### src/rtl/trs_pkg.sv
package trs_pkg;

    localparam int unsigned DEF_MAX_TASKS = 8;
    localparam logic [31:0] DELAY_INFINITE = 32'hFFFF_FFFF;

    typedef enum logic [3:0] {
        MODE_TICK    = 4'd0,
        MODE_PICK    = 4'd1,
        MODE_RUN     = 4'd2,
        MODE_CREATE  = 4'd3,
        MODE_SLEEP   = 4'd4,
        MODE_WAIT    = 4'd5,
        MODE_NOTIFY  = 4'd6,
        MODE_TAKE    = 4'd7,
        MODE_SUSPEND = 4'd8,
        MODE_RESUME  = 4'd9
    } mode_t;

    typedef enum logic [1:0] {
        ST_READY     = 2'd0,
        ST_SLEEPING  = 2'd1,
        ST_WAITING   = 2'd2,
        ST_SUSPENDED = 2'd3
    } tstate_t;

    typedef enum logic [2:0] {
        PH_IDLE,
        PH_SCAN_RD,
        PH_SCAN_EV,
        PH_ENT_RD,
        PH_ENT_WR,
        PH_STAT_RD,
        PH_DONE
    } phase_t;

    typedef struct packed {
        logic [3:0]  mode;
        logic [2:0]  task_index;
        logic [31:0] amount;
    } cmd_t;

    typedef struct packed {
        logic        found;
        logic [2:0]  task_out;
        logic [31:0] value_out;
        logic [31:0] tick_now;
        logic [31:0] run_max;
        logic [31:0] run_total;
        logic [31:0] overrun_count;
        logic [31:0] call_count;
    } rsp_t;

    typedef struct packed {
        logic [1:0]  state;
        logic        inf;
        logic [31:0] wake;
        logic [31:0] notify;
        logic [31:0] budget;
    } ctl_ent_t;

    typedef struct packed {
        logic [31:0] max_run;
        logic [31:0] total_run;
        logic [31:0] overruns;
        logic [31:0] picks;
    } stat_ent_t;

endpackage

### src/rtl/task_ready_scheduler.sv
// Each transaction takes one command and produces exactly one result, shown
// for a single cycle with done high; the receiver cannot stall it. busy is
// high while a command is processed, and a new command is accepted only while
// busy is low. Tick and pick walk the task table one slot at a time through a
// registered-read memory, reading each slot and then evaluating it. No
// clearing pass is needed after reset.
module task_ready_scheduler
    import trs_pkg::*;
#(
    parameter int unsigned MAX_TASKS = DEF_MAX_TASKS
)
(
    input  logic clk,
    input  logic rst_n,
    input  logic start,
    output logic busy,
    input  cmd_t cmd,
    output logic done,
    output rsp_t rsp
);

    localparam int unsigned AW = (MAX_TASKS > 1) ? $clog2(MAX_TASKS) : 1;
    localparam int unsigned CW = $clog2(MAX_TASKS + 1);

    ctl_ent_t  ctl_mem  [MAX_TASKS];
    stat_ent_t stat_mem [MAX_TASKS];

    phase_t      phase_reg, phase_next;
    cmd_t        cmd_reg, cmd_next;
    logic [31:0] tick_reg, tick_next;
    logic [CW-1:0] used_reg, used_next;
    logic        cur_valid_reg, cur_valid_next;
    logic [AW-1:0] cur_slot_reg, cur_slot_next;
    logic [CW-1:0] scan_reg, scan_next;
    logic        found_reg, found_next;
    logic [AW-1:0] slot_reg, slot_next;
    logic [31:0] value_reg, value_next;
    logic        done_reg, done_next;
    rsp_t        rsp_reg, rsp_next;

    logic [AW-1:0] rd_addr;
    ctl_ent_t    ctl_rd;
    stat_ent_t   stat_rd;
    logic        ctl_we, stat_we;
    logic [AW-1:0] wr_addr;
    ctl_ent_t    ctl_wd;
    stat_ent_t   stat_wd;

    always_ff @(posedge clk)
    begin
        if (ctl_we)
        begin
            ctl_mem[wr_addr] <= ctl_wd;
        end
        if (stat_we)
        begin
            stat_mem[wr_addr] <= stat_wd;
        end
        ctl_rd  <= ctl_mem[rd_addr];
        stat_rd <= stat_mem[rd_addr];
    end

    always_ff @(posedge clk or negedge rst_n)
    begin
        if (!rst_n)
        begin
            phase_reg     <= PH_IDLE;
            tick_reg      <= '0;
            used_reg      <= '0;
            cur_valid_reg <= 1'b0;
            cur_slot_reg  <= '0;
            done_reg      <= 1'b0;
        end
        else
        begin
            phase_reg     <= phase_next;
            tick_reg      <= tick_next;
            used_reg      <= used_next;
            cur_valid_reg <= cur_valid_next;
            cur_slot_reg  <= cur_slot_next;
            done_reg      <= done_next;
        end
    end

    always_ff @(posedge clk)
    begin
        cmd_reg   <= cmd_next;
        scan_reg  <= scan_next;
        found_reg <= found_next;
        slot_reg  <= slot_next;
        value_reg <= value_next;
        rsp_reg   <= rsp_next;
    end

    logic cur_ok, idx_ok;
    logic [31:0] diff;
    logic [CW-1:0] cur_ext;

    assign cur_ext = CW'(cur_slot_reg);
    assign cur_ok  = cur_valid_reg && (cur_ext < used_reg);
    assign idx_ok  = (32'(cmd_reg.task_index) < 32'(used_reg));
    assign diff    = tick_reg - ctl_rd.wake;

    always_comb
    begin
        phase_next = phase_reg;
        case (phase_reg)
            PH_IDLE:
            begin
                if (start)
                begin
                    case (cmd.mode)
                        MODE_TICK, MODE_PICK: phase_next = PH_SCAN_RD;
                        MODE_CREATE:          phase_next = PH_ENT_WR;
                        default:              phase_next = PH_ENT_RD;
                    endcase
                end
            end
            PH_SCAN_RD:
            begin
                phase_next = (scan_reg < used_reg) ? PH_SCAN_EV : PH_STAT_RD;
            end
            PH_SCAN_EV:
            begin
                if (cmd_reg.mode == MODE_PICK && ctl_rd.state == ST_READY)
                begin
                    phase_next = PH_ENT_WR;
                end
                else
                begin
                    phase_next = PH_SCAN_RD;
                end
            end
            PH_ENT_RD:  phase_next = PH_ENT_WR;
            PH_ENT_WR:  phase_next = PH_STAT_RD;
            PH_STAT_RD: phase_next = PH_DONE;
            PH_DONE:    phase_next = PH_IDLE;
            default:    phase_next = PH_IDLE;
        endcase
    end

    always_comb
    begin
        cmd_next       = cmd_reg;
        tick_next      = tick_reg;
        used_next      = used_reg;
        cur_valid_next = cur_valid_reg;
        cur_slot_next  = cur_slot_reg;
        scan_next      = scan_reg;
        found_next     = found_reg;
        slot_next      = slot_reg;
        value_next     = value_reg;
        done_next      = 1'b0;
        rsp_next       = rsp_reg;
        rd_addr        = slot_reg;
        ctl_we         = 1'b0;
        stat_we        = 1'b0;
        wr_addr        = slot_reg;
        ctl_wd         = ctl_rd;
        stat_wd        = stat_rd;
        case (phase_reg)
            PH_IDLE:
            begin
                if (start)
                begin
                    cmd_next   = cmd;
                    scan_next  = '0;
                    value_next = '0;
                    found_next = 1'b0;
                    slot_next  = '0;
                    if (cmd.mode == MODE_TICK)
                    begin
                        tick_next = tick_reg + 32'd1;
                    end
                    if (cmd.mode == MODE_PICK)
                    begin
                        cur_valid_next = 1'b0;
                    end
                end
            end
            PH_SCAN_RD:
            begin
                rd_addr = scan_reg[AW-1:0];
                if (scan_reg >= used_reg && cmd_reg.mode == MODE_TICK && cur_ok)
                begin
                    found_next = 1'b1;
                    slot_next  = cur_slot_reg;
                end
            end
            PH_SCAN_EV:
            begin
                wr_addr   = scan_reg[AW-1:0];
                scan_next = scan_reg + CW'(1);
                if (cmd_reg.mode == MODE_TICK)
                begin
                    if ((ctl_rd.state == ST_SLEEPING || ctl_rd.state == ST_WAITING)
                        && !ctl_rd.inf && !diff[31])
                    begin
                        ctl_wd.state = ST_READY;
                        ctl_we       = 1'b1;
                    end
                end
                else if (ctl_rd.state == ST_READY)
                begin
                    found_next     = 1'b1;
                    slot_next      = scan_reg[AW-1:0];
                    cur_valid_next = 1'b1;
                    cur_slot_next  = scan_reg[AW-1:0];
                    rd_addr        = scan_reg[AW-1:0];
                end
            end
            PH_ENT_RD:
            begin
                case (cmd_reg.mode)
                    MODE_RUN, MODE_SLEEP, MODE_WAIT, MODE_TAKE, MODE_SUSPEND:
                    begin
                        found_next = cur_ok;
                        slot_next  = cur_slot_reg;
                        rd_addr    = cur_slot_reg;
                    end
                    MODE_NOTIFY, MODE_RESUME:
                    begin
                        found_next = idx_ok;
                        slot_next  = AW'(cmd_reg.task_index);
                        rd_addr    = AW'(cmd_reg.task_index);
                    end
                    default:
                    begin
                        found_next = 1'b0;
                    end
                endcase
            end
            PH_ENT_WR:
            begin
                if (cmd_reg.mode == MODE_CREATE)
                begin
                    if (used_reg < CW'(MAX_TASKS))
                    begin
                        found_next    = 1'b1;
                        slot_next     = used_reg[AW-1:0];
                        wr_addr       = used_reg[AW-1:0];
                        ctl_wd        = '{state: ST_READY, inf: 1'b0, wake: '0,
                                          notify: '0, budget: cmd_reg.amount};
                        stat_wd       = '0;
                        ctl_we        = 1'b1;
                        stat_we       = 1'b1;
                        used_next     = used_reg + CW'(1);
                    end
                end
                else if (found_reg)
                begin
                    case (cmd_reg.mode)
                        MODE_PICK:
                        begin
                            stat_wd.picks = stat_rd.picks + 32'd1;
                            stat_we       = 1'b1;
                        end
                        MODE_RUN:
                        begin
                            if (cmd_reg.amount > stat_rd.max_run)
                            begin
                                stat_wd.max_run = cmd_reg.amount;
                            end
                            if (cmd_reg.amount > ctl_rd.budget)
                            begin
                                stat_wd.overruns = stat_rd.overruns + 32'd1;
                            end
                            stat_wd.total_run = stat_rd.total_run + cmd_reg.amount;
                            stat_we = 1'b1;
                        end
                        MODE_SLEEP, MODE_WAIT:
                        begin
                            ctl_wd.state = (cmd_reg.mode == MODE_SLEEP) ? ST_SLEEPING
                                                                        : ST_WAITING;
                            ctl_wd.wake  = tick_reg + cmd_reg.amount;
                            ctl_wd.inf   = (cmd_reg.amount == DELAY_INFINITE);
                            if (cmd_reg.mode == MODE_WAIT)
                            begin
                                ctl_wd.notify = '0;
                            end
                            ctl_we = 1'b1;
                        end
                        MODE_TAKE:
                        begin
                            value_next    = ctl_rd.notify;
                            ctl_wd.notify = '0;
                            ctl_we        = 1'b1;
                        end
                        MODE_SUSPEND:
                        begin
                            ctl_wd.state = ST_SUSPENDED;
                            ctl_we       = 1'b1;
                        end
                        MODE_NOTIFY:
                        begin
                            ctl_wd.notify = ctl_rd.notify | cmd_reg.amount;
                            if (ctl_rd.state == ST_WAITING)
                            begin
                                ctl_wd.state = ST_READY;
                            end
                            ctl_we = 1'b1;
                        end
                        MODE_RESUME:
                        begin
                            if (ctl_rd.state == ST_SUSPENDED)
                            begin
                                ctl_wd.state = ST_READY;
                            end
                            ctl_we = 1'b1;
                        end
                        default:
                        begin
                        end
                    endcase
                end
            end
            PH_STAT_RD:
            begin
                rd_addr = slot_reg;
            end
            PH_DONE:
            begin
                done_next              = 1'b1;
                rsp_next.found         = found_reg;
                rsp_next.task_out      = found_reg ? 3'(slot_reg) : 3'd0;
                rsp_next.value_out     = value_reg;
                rsp_next.tick_now      = tick_reg;
                rsp_next.run_max       = found_reg ? stat_rd.max_run : '0;
                rsp_next.run_total     = found_reg ? stat_rd.total_run : '0;
                rsp_next.overrun_count = found_reg ? stat_rd.overruns : '0;
                rsp_next.call_count    = found_reg ? stat_rd.picks : '0;
            end
            default:
            begin
            end
        endcase
    end

    assign busy = (phase_reg != PH_IDLE);
    assign done = done_reg;
    assign rsp  = rsp_reg;

    property p_done_after_work;
        @(posedge clk) disable iff (!rst_n) done |-> $past(phase_reg == PH_DONE);
    endproperty
    a_done_after_work: assert property (p_done_after_work)
        else $error("result without a finished command");

    property p_used_bound;
        @(posedge clk) disable iff (!rst_n) used_reg <= CW'(MAX_TASKS);
    endproperty
    a_used_bound: assert property (p_used_bound)
        else $error("task count beyond table size");

    property p_tick_step;
        @(posedge clk) disable iff (!rst_n)
            (tick_reg != $past(tick_reg)) |-> ($past(phase_reg) == PH_IDLE);
    endproperty
    a_tick_step: assert property (p_tick_step)
        else $error("tick count changed mid-command");

    property p_found_task;
        @(posedge clk) disable iff (!rst_n)
            (done && !rsp.found) |-> (rsp.task_out == 3'd0 && rsp.call_count == '0);
    endproperty
    a_found_task: assert property (p_found_task)
        else $error("stale fields on empty result");

endmodule
### config.mk
export PLATFORM = sky130hd
export DESIGN_NAME = task_ready_scheduler
export DESIGN_NICKNAME = d
export VERILOG_FILES = /design/src/rtl/trs_pkg.sv /design/src/rtl/task_ready_scheduler.sv
export SDC_FILE = /design/constraint.sdc
export NUM_CORES = 2
export LEC_CHECK = 0
export BUFFER_PORTS_ARGS = -buffer_cell sky130_fd_sc_hd__buf_2
export CELL_PAD_IN_SITES_DETAIL_PLACEMENT = 0
export CELL_PAD_IN_SITES_GLOBAL_PLACEMENT = 2
export CORE_MARGIN = 2
export CORE_UTILIZATION = 30
export DETAILED_ROUTE_END_ITERATION = 8
export GPL_TIMING_DRIVEN = 0
export PLACE_DENSITY_LB_ADDON = 0.1
export SYNTH_ARGS = -nofsm -noshare
export SYNTH_HDL_FRONTEND = slang
export SYNTH_SLANG_ARGS = --single-unit
### constraint.sdc
create_clock -name clk -period 12.8 [get_ports clk]
set_input_delay 0.64 -clock clk [delete_from_list [all_inputs] [get_ports clk]]
set_output_delay 0.64 -clock clk [all_outputs]
set_load 0.01 [all_outputs]
==> out/metrics.yaml <==
clocking:
  cts_resized: 0
  clock-sinks: 2362
  cts_tree: "yes"
  clk_pin_slew_ps: 60
  clock_path_buffers: 4
  cts_buffers: 279
  htree_levels: 5
  cts_root_buf: "clkbuf_16"
  clk_latency_ps: 910
  post_cts.repair.setup_buffers: 0
  cts.hold.buffers_added: 37
synth:
  synth_cell_types: 84
  synth_commonest_cells: "edfxtp_1 (2,091), nand2_1 (2,037), nand3_1 (542)"
  netlist_instances: 7577
  synth_edf_count: 2091
  synth_seq_area_share_pct: 70.7
  synth_area_leader_cell: "edfxtp_1"
  synth_top_area_share_pct: 64.9
  yosys_warnings: 0
  synth_area_um2: 96800
  synth_area_leaders: "edfxtp_1 (65%), nand2_1 (7.9%), dfxtp_1 (4.7%), nand3_1 (2.8%), ha_1 (2.2%)"
  synthArstFlopShare_pct: 1.86
  synth-seq-cells: 2362
  synth_most_common_cell: "edfxtp_1"
  synth_nets: 7795
  synth_ff_type: "edfxtp_1"
  avgSynthCellArea_um2: 12.8
global_route:
  track_usage_pct: 21.6
  grt_pass1_wl_um: 501000
  overflow: 0
  first_global_vias: 63400
  top_usage_layer: "met2"
  antenna_found_initial: 55
  use_met3_pct: 2.48
  grtUsageMet1_pct: 30.1
  grt_use_met2_pct: 35.7
  grt_max_degree: 45
sta:
  fin_skew_ps: 56.6
  slew_headroom_pct: 1.50
  fin_ws_ps: 5770
  hold_viol: 0
  finalCriticalPeriod_ps: 7030
  slew_viol_final: 0
  rsz0062_at_grt: "false"
  holdWs_ps: 93.8
  tightest_slew_ps: 1470
  period_share_pct: 54.9
  fmax_mhz: 142
  tns_ps: 0
  finalSetupViolCount: 0
finish:
  area_delta_synth_final_pct: 20.2
  postLayoutCellArea_um2: 116000
  drive_above_1_share_pct: 12.5
  largest_reg_flops: 1024
  fillers: 31300
  finalNetCount: 8516
placed_design:
  hpwl_um: 246000
  gp_congestion: 0.790
  portBuffers: 239
  dp_slack_ps: 5780
  place_area_um2: 107000
detailed_routing:
  routed-via-count: 64500
  drt_first_pass_iters: 6
  wl_um: 360000
  drt_iter0_drc: 5325
  drc_errors: 0
  wire_per_inst_um: 28.0
  ant_nets: 0
  vias_per_cell: 5.02
min_path:
  whs_path_depth: 1
  hp-class: "in -> reg"
  min-delay-start: "cmd[38]"
  hold_path_end: "cmd_reg[38]"
critical_path:
  worst_setup_path_startpoint: "cmd_reg[31]"
  critPathSlowestCell: "nor3_1"
  crit_arrival_ps: 7550
  endpoint_kind: "register"
  regToRegSetupSlack_ps: 5770
  worstPathCellList: "ha_1 -> nand3_1 -> nor3_1 -> nand2_1 -> nor3_1 -> a31oi_1 -> o21ai_1 -> clkbuf_1 -> o31ai_1 -> a31oi_1"
  reg2reg_depth: 10
  critPathKind: "reg -> reg"
  cp-start-kind: "register"
  critPathMaxStageDelay_ps: 1140
  crit_required_ps: 13320
  crit_fanout: 10
  r2r-end: "stat_mem[0][43]"
  r2r-start: "cmd_reg[31]"
pwr:
  power.density_nw_per_um2: 293
  peakVddDrop_mv: 0.143
  leakagePower_uw: 0.0421
floorplanning:
  coreArea_um2: 321000
  die_y_um: 572
  initial_utilization_pct: 30.1
  dieArea_um2: 327000
  num_rows: 208
  pin_count: 240
  die_w_um: 572
run:
  drv_cap: 0
status:
  run_status: "finished, final reports clean"
==> cells in the final DEF (no fill, tap or decap), types with 44 or more instances in the layout <==
cell	n
a21o_1	55
buf_12	70
clkbuf_16	287
a311oi_1	227
o21ai_0	171
edfxtp_1	2091
and2_1	138
dfrtp_1	44
a21oi_1	108
nor2_1	97
xnor2_1	45
and3_1	287
a22o_1	77
clkbuf_1	307
nand2_1	2037
buf_2	399
inv_1	132
nand3_1	542
buf_6	61
a31o_1	228
xor2_1	47
dfxtp_1	227
ha_1	174
==> area by class of cell <==
class	count	area (um2)	share of cell area [%]
inverter	133	499	0.429
tap	4305	5390	4.63
timing repair buffer	440	4610	3.97
sequential	2362	68400	58.9
antenna	13	32.5	0.0280
clock buffer	384	7890	6.78
clock inverter	127	1440	1.24
buffer	441	2010	1.73
multi-input combinational	4641	26000	22.3
==> critical path: cells and delay by family, from the launching register on <==
| kind | cells | cell delay (ps) |
|---|---|---|
| fa+ha+maj | 1 | 290 |
| simple gates | 4 | 2100 |
| buf+inv | 1 | 550 |
| flops | 1 | 1080 |
| compound gates | 4 | 2580 |
==> worst max-delay path by stage <==
stage               cells after the start         endpoint
CTS                                    10  stat_mem[0][43]
global route                           10  stat_mem[0][43]
global placement                        8   ctl_mem[1][45]
detailed placement                     10  stat_mem[4][43]
finish                                 10  stat_mem[0][43]
floorplan                               3             done
==> routing by layer <==
metal	routed length, um	up-vias	share of wire, %
met5	0	-	0
met4	9680	0	2.7
met3	17400	401	4.8
met2	170000	1778	47
met1	163000	32900	45
li1	-	29400	-
==> kinds of logic (layout without fill, tap and decap cells) <==
logic type,count (synthesis),after routing,synth area share [%]
AOI/OAI and AO/OA,1053,1053,8.26
adders and majority gates,176,176,2.29
buffers and inverters,574,1525,2.58
and+or+nand+nor,3300,3300,15.1
muxes,20,20,0.212
other,0,13,0
xor gates and xnor gates,92,92,0.833
DFF,2362,2362,70.7
==> through the flow <==
stage / total power (uW) / instances / util [%]
6_report: 34100 / 12800 / 36.2
5_1_grt: 36000 / 12800 / 36.2
4_1_cts: 34500 / 12800 / 36.2
3_5_place_dp: 26300 / 12300 / 33.2
3_3_place_gp: 26300 / 12100 / 32.2
2_1_floorplan: 19600 / 7577 / -
==> power breakdown <==
part | leakage [uW] | switching, uW | internal, uW
Sequential | 0.0215 | 817 | 10900
Combinational | 0.0161 | 10200 | 4050
Clock | 0.00453 | 3290 | 4820
Total | 0.0421 | 14300 | 19800
(Power assumes the default switching activity.)
